File: config.mk
export PLATFORM = sky130hd
export DESIGN_NAME = buzzer_tone_timer_setup
export DESIGN_NICKNAME = d
export VERILOG_FILES = /design/src/rtl/btts_pkg.sv /design/src/rtl/btts_div_pipe.sv /design/src/rtl/buzzer_tone_timer_setup.sv
export SDC_FILE = /design/constraint.sdc
export NUM_CORES = 2
export LEC_CHECK = 0
export BUFFER_PORTS_ARGS = -buffer_cell sky130_fd_sc_hd__clkbuf_2
export CAP_MARGIN = 0
export CORE_MARGIN = 1
export CORE_UTILIZATION = 65
export DETAILED_ROUTE_END_ITERATION = 12
export GPL_TIMING_DRIVEN = 0
export HOLD_SLACK_MARGIN = 0.08
export PLACE_DENSITY = 0.85
export SLEW_MARGIN = 0
export SYNTH_ARGS = -nofsm -noshare
export SYNTH_HDL_FRONTEND = slang
export SYNTH_HIERARCHICAL = 1
export SYNTH_SLANG_ARGS = --single-unit
File: constraint.sdc
create_clock -name clk -period 30.4 [get_ports clk]
set_input_delay 6.08 -clock clk [delete_from_list [all_inputs] [get_ports clk]]
set_output_delay 6.08 -clock clk [all_outputs]
set_load 0.1 [all_outputs]
File: src/rtl/btts_pkg.sv
// ----------------------------------------------------------------------------
// btts_pkg
// Shared widths, constants and types for the buzzer tone timer setup block.
// ----------------------------------------------------------------------------
package btts_pkg;

  localparam int unsigned CLK_W     = 32;
  localparam int unsigned FREQ_IN_W = 32;
  localparam int unsigned VOL_IN_W  = 16;
  localparam int unsigned FREQ_W    = 14;
  localparam int unsigned VOL_W     = 7;
  localparam int unsigned PERIOD_W  = 16;
  localparam int unsigned PULSE_W   = 15;
  // divisor is freq * factor, at most 20000
  localparam int unsigned DSR_W     = 15;

  localparam logic [CLK_W-1:0]  CLOCK_RESET_HZ = 32'd168000000;
  localparam logic [FREQ_W-1:0] FREQ_MAX_HZ    = 14'd10000;
  localparam logic [FREQ_W-1:0] FREQ_MIN_HZ    = 14'd200;
  localparam logic [FREQ_W-1:0] FREQ_LOW_HZ    = 14'd500;
  localparam logic [FREQ_W-1:0] FREQ_MID_HZ    = 14'd2000;
  localparam logic [VOL_W-1:0]  VOLUME_MAX     = 7'd100;

  localparam logic [2:0] FACTOR_LOW  = 3'd4;
  localparam logic [2:0] FACTOR_MID  = 3'd3;
  localparam logic [2:0] FACTOR_HIGH = 3'd2;

  // period / 200 == (period >> 3) / 25; 25 done as multiply by ceil(2^17/25)
  localparam int unsigned   RECIP_SHIFT = 17;
  localparam logic [12:0]   RECIP_25    = 13'd5243;
  localparam int unsigned   PDIV_W      = 9;

  typedef struct packed {
    logic [FREQ_W-1:0] freq;
    logic [VOL_W-1:0]  vol;
  } side_t;

endpackage

File: src/rtl/btts_div_pipe.sv
// ----------------------------------------------------------------------------
// btts_div_pipe
// Pipelined restoring divider, DIV_STEP quotient bits per stage, with a
// sideband that travels along with each request.
// ----------------------------------------------------------------------------
module btts_div_pipe
  import btts_pkg::*;
#(
  parameter int unsigned DIV_STEP = 4
) (
  input  logic             clk,
  input  logic             rst,
  input  logic             in_valid,
  output logic             in_ready,
  input  logic [CLK_W-1:0] in_dividend,
  input  logic [DSR_W-1:0] in_divisor,
  input  side_t            in_side,
  output logic             out_valid,
  input  logic             out_ready,
  output logic [CLK_W-1:0] out_quot,
  output side_t            out_side
);

  localparam int unsigned STAGES = CLK_W / DIV_STEP;

  typedef struct packed {
    logic [DSR_W-1:0] rem;
    logic [CLK_W-1:0] dq;   // dividend bits shift out, quotient bits shift in
  } div_st_t;

  function automatic div_st_t div_step(div_st_t s, logic [DSR_W-1:0] d);
    div_st_t      r;
    logic [DSR_W:0] t;
    r = s;
    for (int i = 0; i < DIV_STEP; i++) begin
      t    = {r.rem, r.dq[CLK_W-1]};
      r.dq = {r.dq[CLK_W-2:0], 1'b0};
      if (t >= {1'b0, d}) begin
        r.rem   = DSR_W'(t - {1'b0, d});
        r.dq[0] = 1'b1;
      end else begin
        r.rem = t[DSR_W-1:0];
      end
    end
    return r;
  endfunction

  logic    [STAGES-1:0] v;
  logic    [STAGES:0]   rdy;
  div_st_t              st   [STAGES];
  logic [DSR_W-1:0]     dsr  [STAGES];
  side_t                side [STAGES];

  logic    [STAGES-1:0] src_v;
  div_st_t              src_st   [STAGES];
  logic [DSR_W-1:0]     src_dsr  [STAGES];
  side_t                src_side [STAGES];

  assign rdy[STAGES] = out_ready;

  genvar g;
  generate
    for (g = 0; g < STAGES; g++) begin : g_stage
      if (g == 0) begin : g_first
        assign src_v[g]       = in_valid;
        assign src_st[g].rem  = '0;
        assign src_st[g].dq   = in_dividend;
        assign src_dsr[g]     = in_divisor;
        assign src_side[g]    = in_side;
      end else begin : g_rest
        assign src_v[g]    = v[g-1];
        assign src_st[g]   = st[g-1];
        assign src_dsr[g]  = dsr[g-1];
        assign src_side[g] = side[g-1];
      end

      // a stage takes a new request when empty or when its own moves on
      assign rdy[g] = !v[g] || rdy[g+1];

      always_ff @(posedge clk) begin
        if (rst) begin
          v[g] <= 1'b0;
        end else if (rdy[g]) begin
          v[g] <= src_v[g];
        end
      end

      always_ff @(posedge clk) begin
        if (rdy[g]) begin
          st[g]   <= div_step(src_st[g], src_dsr[g]);
          dsr[g]  <= src_dsr[g];
          side[g] <= src_side[g];
        end
      end
    end
  endgenerate

  assign in_ready  = rdy[0];
  assign out_valid = v[STAGES-1];
  assign out_quot  = st[STAGES-1].dq;
  assign out_side  = side[STAGES-1];

endmodule

File: src/rtl/buzzer_tone_timer_setup.sv
// ----------------------------------------------------------------------------
// buzzer_tone_timer_setup
// Turns a tone frequency and volume request into PWM timer period and
// compare values.
// ----------------------------------------------------------------------------
// Input channel: in_valid / in_stall with tone_freq_hz and loudness. A
// request is taken on a rising edge with in_valid high and in_stall low.
// Output channel: out_valid / out_stall with period_count, pulse_count,
// freq_applied, volume_applied and period_overflow; taken the same way.
// cfg_wr_en / cfg_wr_data write core_clock_hz (the dividend); write it
// only while no request is in flight.
// Pipeline: 12 register stages with DIV_STEP = 4 (1 clamp stage +
// 32/DIV_STEP divider stages + 3 stages for period, /200 reciprocal
// multiply and volume multiply); the outputs are driven straight from
// the last stage's registers.
// Throughput: one request per cycle while out_stall stays low; every stage
// is registered and valid bits move with the data.
// Reset: clears all valid bits and loads core_clock_hz with 168000000.
// Out stall: requests pile up into empty stages; in_stall rises only once
// every stage holds a request, and nothing is lost or repeated.
// ----------------------------------------------------------------------------
module buzzer_tone_timer_setup
  import btts_pkg::*;
#(
  parameter int unsigned DIV_STEP = 4
) (
  input  logic                 clk,
  input  logic                 rst,
  input  logic                 cfg_wr_en,
  input  logic [CLK_W-1:0]     cfg_wr_data,
  input  logic                 in_valid,
  output logic                 in_stall,
  input  logic [FREQ_IN_W-1:0] tone_freq_hz,
  input  logic [VOL_IN_W-1:0]  loudness,
  output logic                 out_valid,
  input  logic                 out_stall,
  output logic [PERIOD_W-1:0]  period_count,
  output logic [PULSE_W-1:0]   pulse_count,
  output logic [FREQ_W-1:0]    freq_applied,
  output logic [VOL_W-1:0]     volume_applied,
  output logic                 period_overflow
);

  typedef struct packed {
    logic [PERIOD_W-1:0] period;
    logic                ovf;
    side_t               side;
  } res_t;

  logic [CLK_W-1:0] core_clock_hz;

  always_ff @(posedge clk) begin
    if (rst) begin
      core_clock_hz <= CLOCK_RESET_HZ;
    end else if (cfg_wr_en) begin
      core_clock_hz <= cfg_wr_data;
    end
  end

  // ---- clamp stage
  logic [FREQ_W-1:0] freq_c;
  logic [VOL_W-1:0]  vol_c;
  logic [2:0]        factor;
  logic [16:0]       dsr_prod;

  always_comb begin
    if (tone_freq_hz > FREQ_IN_W'(FREQ_MAX_HZ)) begin
      freq_c = FREQ_MAX_HZ;
    end else if (tone_freq_hz < FREQ_IN_W'(FREQ_MIN_HZ)) begin
      freq_c = FREQ_MIN_HZ;
    end else begin
      freq_c = tone_freq_hz[FREQ_W-1:0];
    end
    if (loudness > VOL_IN_W'(VOLUME_MAX)) begin
      vol_c = VOLUME_MAX;
    end else begin
      vol_c = loudness[VOL_W-1:0];
    end
    if (freq_c < FREQ_LOW_HZ) begin
      factor = FACTOR_LOW;
    end else if (freq_c < FREQ_MID_HZ) begin
      factor = FACTOR_MID;
    end else begin
      factor = FACTOR_HIGH;
    end
    dsr_prod = 17'(freq_c) * 17'(factor);
  end

  logic             s0_v;
  logic             s0_rdy;
  logic [CLK_W-1:0] s0_dividend;
  logic [DSR_W-1:0] s0_dsr;
  side_t            s0_side;
  logic             div_in_rdy;

  assign s0_rdy   = !s0_v || div_in_rdy;
  assign in_stall = !s0_rdy;

  always_ff @(posedge clk) begin
    if (rst) begin
      s0_v <= 1'b0;
    end else if (s0_rdy) begin
      s0_v <= in_valid;
    end
  end

  always_ff @(posedge clk) begin
    if (s0_rdy) begin
      s0_dividend  <= core_clock_hz;
      s0_dsr       <= dsr_prod[DSR_W-1:0];
      s0_side.freq <= freq_c;
      s0_side.vol  <= vol_c;
    end
  end

  // ---- divider
  logic             dv_v;
  logic [CLK_W-1:0] dv_quot;
  side_t            dv_side;
  logic             p_rdy;

  btts_div_pipe #(
    .DIV_STEP (DIV_STEP)
  ) u_div (
    .clk         (clk),
    .rst         (rst),
    .in_valid    (s0_v),
    .in_ready    (div_in_rdy),
    .in_dividend (s0_dividend),
    .in_divisor  (s0_dsr),
    .in_side     (s0_side),
    .out_valid   (dv_v),
    .out_ready   (p_rdy),
    .out_quot    (dv_quot),
    .out_side    (dv_side)
  );

  // ---- period / overflow, /200 reciprocal and volume multiply stages
  logic p_v;
  res_t p_res;
  logic r_v;
  logic r_rdy;
  res_t r_res;
  logic [PDIV_W-1:0] r_pdiv;
  logic m_v;
  logic m_rdy;
  res_t m_res;
  logic [PULSE_W-1:0] m_pulse;
  logic [25:0] recip_prod;
  logic [15:0] pulse_prod;

  assign p_rdy = !p_v || r_rdy;
  assign r_rdy = !r_v || m_rdy;
  assign m_rdy = !m_v || !out_stall;

  always_ff @(posedge clk) begin
    if (rst) begin
      p_v <= 1'b0;
      r_v <= 1'b0;
      m_v <= 1'b0;
    end else begin
      if (p_rdy) p_v <= dv_v;
      if (r_rdy) r_v <= p_v;
      if (m_rdy) m_v <= r_v;
    end
  end

  assign recip_prod = 26'(p_res.period[PERIOD_W-1:3]) * 26'(RECIP_25);
  assign pulse_prod = 16'(r_pdiv) * 16'(r_res.side.vol);

  always_ff @(posedge clk) begin
    if (p_rdy) begin
      p_res.period <= dv_quot[PERIOD_W-1:0] - PERIOD_W'(1);
      // quotient of zero wraps the period, so it is flagged too
      p_res.ovf    <= (dv_quot[CLK_W-1:PERIOD_W] != '0) || (dv_quot == '0);
      p_res.side   <= dv_side;
    end
    if (r_rdy) begin
      r_res  <= p_res;
      r_pdiv <= recip_prod[RECIP_SHIFT +: PDIV_W];
    end
    if (m_rdy) begin
      m_res   <= r_res;
      m_pulse <= pulse_prod[PULSE_W-1:0];
    end
  end

  assign out_valid       = m_v;
  assign period_count    = m_res.period;
  assign pulse_count     = m_pulse;
  assign freq_applied    = m_res.side.freq;
  assign volume_applied  = m_res.side.vol;
  assign period_overflow = m_res.ovf;

  // ---- checks
  a_freq_band: assert property (@(posedge clk) disable iff (rst)
    out_valid |-> (freq_applied >= FREQ_MIN_HZ) && (freq_applied <= FREQ_MAX_HZ))
    else $error("freq_applied outside clamp band");

  a_vol_max: assert property (@(posedge clk) disable iff (rst)
    out_valid |-> volume_applied <= VOLUME_MAX)
    else $error("volume_applied above limit");

  a_pulse_max: assert property (@(posedge clk) disable iff (rst)
    out_valid |-> pulse_count <= PULSE_W'(32700))
    else $error("pulse_count above largest possible value");

  a_no_ovf_period: assert property (@(posedge clk) disable iff (rst)
    (out_valid && !period_overflow) |-> period_count != '1)
    else $error("in-range quotient gave wrapped period");

  a_zero_vol: assert property (@(posedge clk) disable iff (rst)
    (out_valid && (volume_applied == '0)) |-> pulse_count == '0)
    else $error("nonzero pulse at zero volume");

endmodule

# --- Yosys cells after proc, flatten, opt, wreduce, memory -nomap -nowiden ---
# Memories as Yosys holds them, arrays and structs flattened. A register that Yosys moved wholly into a read port is not among the register bits.
# Index checks and enable logic that the tools add are counted.
classes:
  n_addsub: 33
  mul: 3
  magnitude_cmp: 37
  n_mux: 148
  reduce_logical: 29
op_table:
  columns: ["operator", "n"]
  rows:
  - ["$mux W15", 64]
  - ["$ge A16 B15 Y1", 31]
  - ["$sub A15 B15 Y15", 31]
  - ["$mux W1", 81]
  - ["$gt A32 B14 Y1 const B", 1]
  - ["$logic_not A32 Y1", 1]
  - ["$lt A32 B8 Y1 const B", 1]
  - ["$mux W14", 2]
  - ["$mul A13 B13 Y26 const B", 1]
  - ["$gt A16 B7 Y1 const B", 1]
  - ["$reduce_bool A16 Y1", 1]
  - ["$sub A16 B1 Y16 const B", 1]
  - ["$ge A1 B15 Y1", 1]
  - ["$mul A14 B3 Y15", 1]
  - ["$mul A9 B7 Y15", 1]
  - ["$sub A1 B15 Y15", 1]
  - ["$logic_not A1 Y1", 14]
  - ["$lt A14 B11 Y1 const B", 1]
  - ["$lt A14 B9 Y1 const B", 1]
  - ["$logic_or A1 B1 Y1", 13]
  - ["$mux W3", 1]
totals:
  regBits: 229
  ram_bits: 664
  in_bits: 85
  output_inout_bits: 55
  word_cells: 282
  mem_count: 3
memory_table:
  columns: ["memory", "words", "word_bits", "read_ports", "rd_clocked_by_memory_dff", "write_ports", "line", "rtl"]
  rows:
  - ["u_div.st", 8, 47, 8, 0, 8, "btts_div_pipe.sv:50", "div_st_t st [STAGES];"]
  - ["u_div.side", 8, 21, 8, 1, 8, "btts_div_pipe.sv:52", "side_t side [STAGES];"]
  - ["u_div.dsr", 8, 15, 7, 0, 8, "btts_div_pipe.sv:51", "logic [DSR_W-1:0] dsr [STAGES];"]

# --- Logic depth before layout (Yosys ltp) ---
logic_depth:
  depth_word: 22
  depth_mapped: 51

# --- Cells and area by module ---
# Netlist, hierarchy kept.
by_module_without_submodules:
  columns: ["mod", "instances", "cells_per_inst", "area_per_inst_um2"]
  rows:
  - ["btts_div_pipe", 1, 4428, 46061.7]
  - ["buzzer_tone_timer_setup", 1, 1112, 14015.9]

# --- Worst setup path after synthesis ---
# OpenSTA, ideal clock, no wires.
synth_path:
  path_type: "input port to output port"
  start: "input out_stall"
  end: "output in_stall"
  arrival_time_ns: 14.793
  slack_ns: 9.527
  stages: 10
  path_buffers: 1
  cell_sequence: "and3_1 nand2_1 nor2b_1 and2_1 and3_1 clkbuf_1 nand4_1 or2_2 nand2b_1 inv_1"
synth_via:
  elab_chain_len: 14
synth_lines:
  columns: ["item", "line", "rtl"]
  rows:
  - ["start: declaration", "buzzer_tone_timer_setup.sv:36", "input logic out_stall,"]
  - ["$logic_not A1 Y1", "buzzer_tone_timer_setup.sv:154", "assign m_rdy = !m_v || !out_stall;"]
  - ["$logic_or A1 B1 Y1", "buzzer_tone_timer_setup.sv:154", null]
  - ["$logic_or A1 B1 Y1", "buzzer_tone_timer_setup.sv:153", "assign r_rdy = !r_v || m_rdy;"]
  - ["$logic_or A1 B1 Y1", "buzzer_tone_timer_setup.sv:152", "assign p_rdy = !p_v || r_rdy;"]
  - ["net p_rdy", "buzzer_tone_timer_setup.sv:120", "logic p_rdy;"]
  - ["$logic_or A1 B1 Y1 (7 in a row)", "btts_div_pipe.sv:78", "assign rdy[g] = !v[g] || rdy[g+1];"]
  - ["net u_div.rdy[1]", "btts_div_pipe.sv:49", "logic [STAGES:0] rdy;"]
  - ["$logic_or A1 B1 Y1", "btts_div_pipe.sv:78", null]
  - ["net div_in_rdy", "buzzer_tone_timer_setup.sv:94", "logic div_in_rdy;"]
  - ["$logic_or A1 B1 Y1", "buzzer_tone_timer_setup.sv:96", "assign s0_rdy = !s0_v || div_in_rdy;"]
  - ["$logic_not A1 Y1", "buzzer_tone_timer_setup.sv:97", "assign in_stall = !s0_rdy;"]
  - ["end: declaration", "buzzer_tone_timer_setup.sv:32", "output logic in_stall,"]
# The timed path passes the listed nets, and every way through them passes these cells.

# --- Final worst setup path ---
# Ends and elaborated chain as after synthesis.

==> flow_summary.toml <==
[worst_setup_path]
worstRegToRegCells = 45
slowest_delay_ns = 0.47
start_kind = "input pin"
cp_max_fo = 27
crit_family = "simple AND/OR/NAND/NOR gates"
r2r-start = "u_div/dsr[1][1]"
cp.arrival_ns = 10.00
path_class = "in2out"
path_cells = "clkbuf_2 -> and3_1 -> nand2_2 -> nor2b_1 -> and2_1 -> and3_1 -> clkbuf_1 -> nand4_1 -> buf_8 -> or2_4 -> nand2b_4 -> inv_1 -> clkbuf_2"
cp-end-kind = "output port"
crit_buf_inv = 5
crit_cells = 13
rrSetupSlack_ns = 17.33
cp-endpoint = "in_stall"
reg2reg_to = "u_div/st[0][136]"
required_ns = 24.32
critPathSlowestCell = "clkbuf_2"
crit_path_start = "out_stall"

[sta]
tightestPinTransition_ns = 1.07
min_period_ns = 16.08
period_share = 0.529
rsz0062_at_grt = "false"
maxSlewHeadroom = 0.285
finClkSkew_ns = 0.0608
finalHoldViolCount = 0
finalMaxSlewViolations = 0
setup_tns_ns = 0
setup_violations = 0
max_freq_mhz = 62.2

[floorplan]
core_um2 = 91700
fp.dieH_um = 306
ioPinCount = 140
die_area_um2 = 93600
rows = 111
start_util = 0.655
die_x_um = 306

[yosys]
synth_most_common_cell = "edfxtp_1"
syn_avg_cell_area_um2 = 10.8
yosysTopAreaCell = "edfxtp_1"
ys_top_cells_by_area = "edfxtp_1 42%, ha_1 13%, fa_1 4.1%"
synth_top_area_share = 0.420
synthArstFlopShare = 0
yosys_warnings = 6
dominantRegCellSynth = "edfxtp_1"
ys_seq_area_frac = 0.435
synth_edf_count = 840
ys_seq_elements = 884
synthCells = 5540
yosysUniqueCellTypes = 104
netlist_area_um2 = 60100
synth_commonest_cells = "840 x edfxtp_1, 615 x ha_1, 485 x inv_1"

[clocking]
tritoncts = "built"
cts-root-buf = "clkbuf_16"
cts_hold_buf = 0
cts_buffers = 88
cts_setup_buffers = 0
clkSlewWorstSetupHoldPaths_ns = 0.06
ctsResizeCount = 0
htreeDepth = 3
cts_num_sinks = 884
clk_path_buf_depth = 3
insertion_delay_ns = 0.70

[layout]
stdcell_area_um2 = 65600
multi_input_area_um2 = 31600
utilization = 0.716
seqCellArea_um2 = 26100
drive_gt1_frac = 0.0999
fillers = 6348
syn2layout_area_growth_pct = 9.22
antennaDiodeCount = 0
fin_nets = 6612

[global_route]
grtUsageMet1 = 0.383
grt_first_pass_wirelength_um = 225000
grt_pass1_vias = 43290
grt_busiest_layer = "met2"
antenna_found_initial = 2
grt_use_total = 0.301
met2_usage = 0.513
grt_max_degree = 72
gr-usage-met3 = 0.0397
gr-total-overflow = 0

[detailed_routing]
drt_pass1_iterations = 6
vias = 43964
drt-total-wl_um = 141000
drt_iter0_markers = 3530
wl_per_cell_um = 20.1
ant_nets = 0
post-route-drc-count = 0
post_drt_via_cell_ratio = 6.24

[placed_design]
io_buffers = 138
hpwlAfterDp_um = 108000
place_area_um2 = 62700
gp_congestion = 0.972

[outcome]
status = "finished clean"

[flow_run]
maxCapViolCount = 0

[min_path]
hp-class = "reg2reg"
## through the flow
step,hold WS (ns),worst slack [ns],instances
final,0.375,14.32,7049
after global routing,0.397,14.05,7049
after CTS,0.378,14.26,7049
after detailed placement,0.405,14.31,6885
after global placement,0.400,5.51,6868
after floorplan,0.400,9.53,5544
## sequential cells by signal, summed over array words and instances, names as in the netlist, 9 cells and up
register	flops
s0_dividend	32
period_count	16
u_div/side	168
core_clock_hz	32
s0_side	21
pulse_count	15
r_res	38
s0_dsr	15
p_res	38
u_div/dsr	105
u_div/st	361
r_pdiv	9
freq_applied	14
## cells in the final DEF, fill, tap and decap left out, drive strengths merged, types with 44 or more instances in the layout
cell      n
edfxtp  840
ha      615
inv     504
nor2    394
a21oi   375
nand2   312
clkbuf  301
o21ai   297
xnor2   230
mux2    172
fa      123
xor2    120
nor3    109
a21o     98
nor2b    88
nand3    85
mux2i    84
nand4    81
o21a     77
and2     76
nand2b   63
buf      61
a211oi   58
dfxtp    44
## logic make-up after synthesis
group,after synthesis,share of synthesized area
muxes,256,0.0467
other,1,0.0000624
DFF,884,0.435
and+or+nand+nor,1424,0.118
adders and majority gates,738,0.169
AOI/OAI and AO/OA,1284,0.141
buffers and inverters,603,0.0400
xor gates and xnor gates,350,0.0510
## layout make-up
type / instances / area share
sequential: 884 / 0.398
tap: 1186 / 0.0226
clock inverter: 66 / 0.0103
multi-input combinational: 4057 / 0.482
buffer: 109 / 0.00841
inverter: 494 / 0.0283
clock buffer: 98 / 0.0345
timing repair buffer: 155 / 0.0162
## layer usage
metal / routed length [µm] / vias up
li1: - / 20927
met3: 8510 / 351
met5: 0 / -
met1: 58000 / 21090
met2: 68500 / 1596
met4: 6400 / 0
## how the worst min path moves through the flow
stage | depth (start not counted) | slack, ns | start | to
5_1_grt | 0 | 0.40 | s0_dividend[11] | u_div/st[0][15]
6_report | 0 | 0.37 | s0_dividend[15] | u_div/st[0][19]
3_5_place_dp | 0 | 0.40 | r_res[35] | period_count[13]
4_1_cts | 0 | 0.38 | s0_dividend[15] | u_div/st[0][19]
3_3_place_gp | 0 | 0.40 | u_div/st[1][63] | u_div/st[1][114]
2_1_floorplan | 0 | 0.40 | r_res[7] | freq_applied[0]
Power is left out: the tool's default activity adds up to more than one toggle a clock period on the data nets, which glitch-free logic cannot reach.
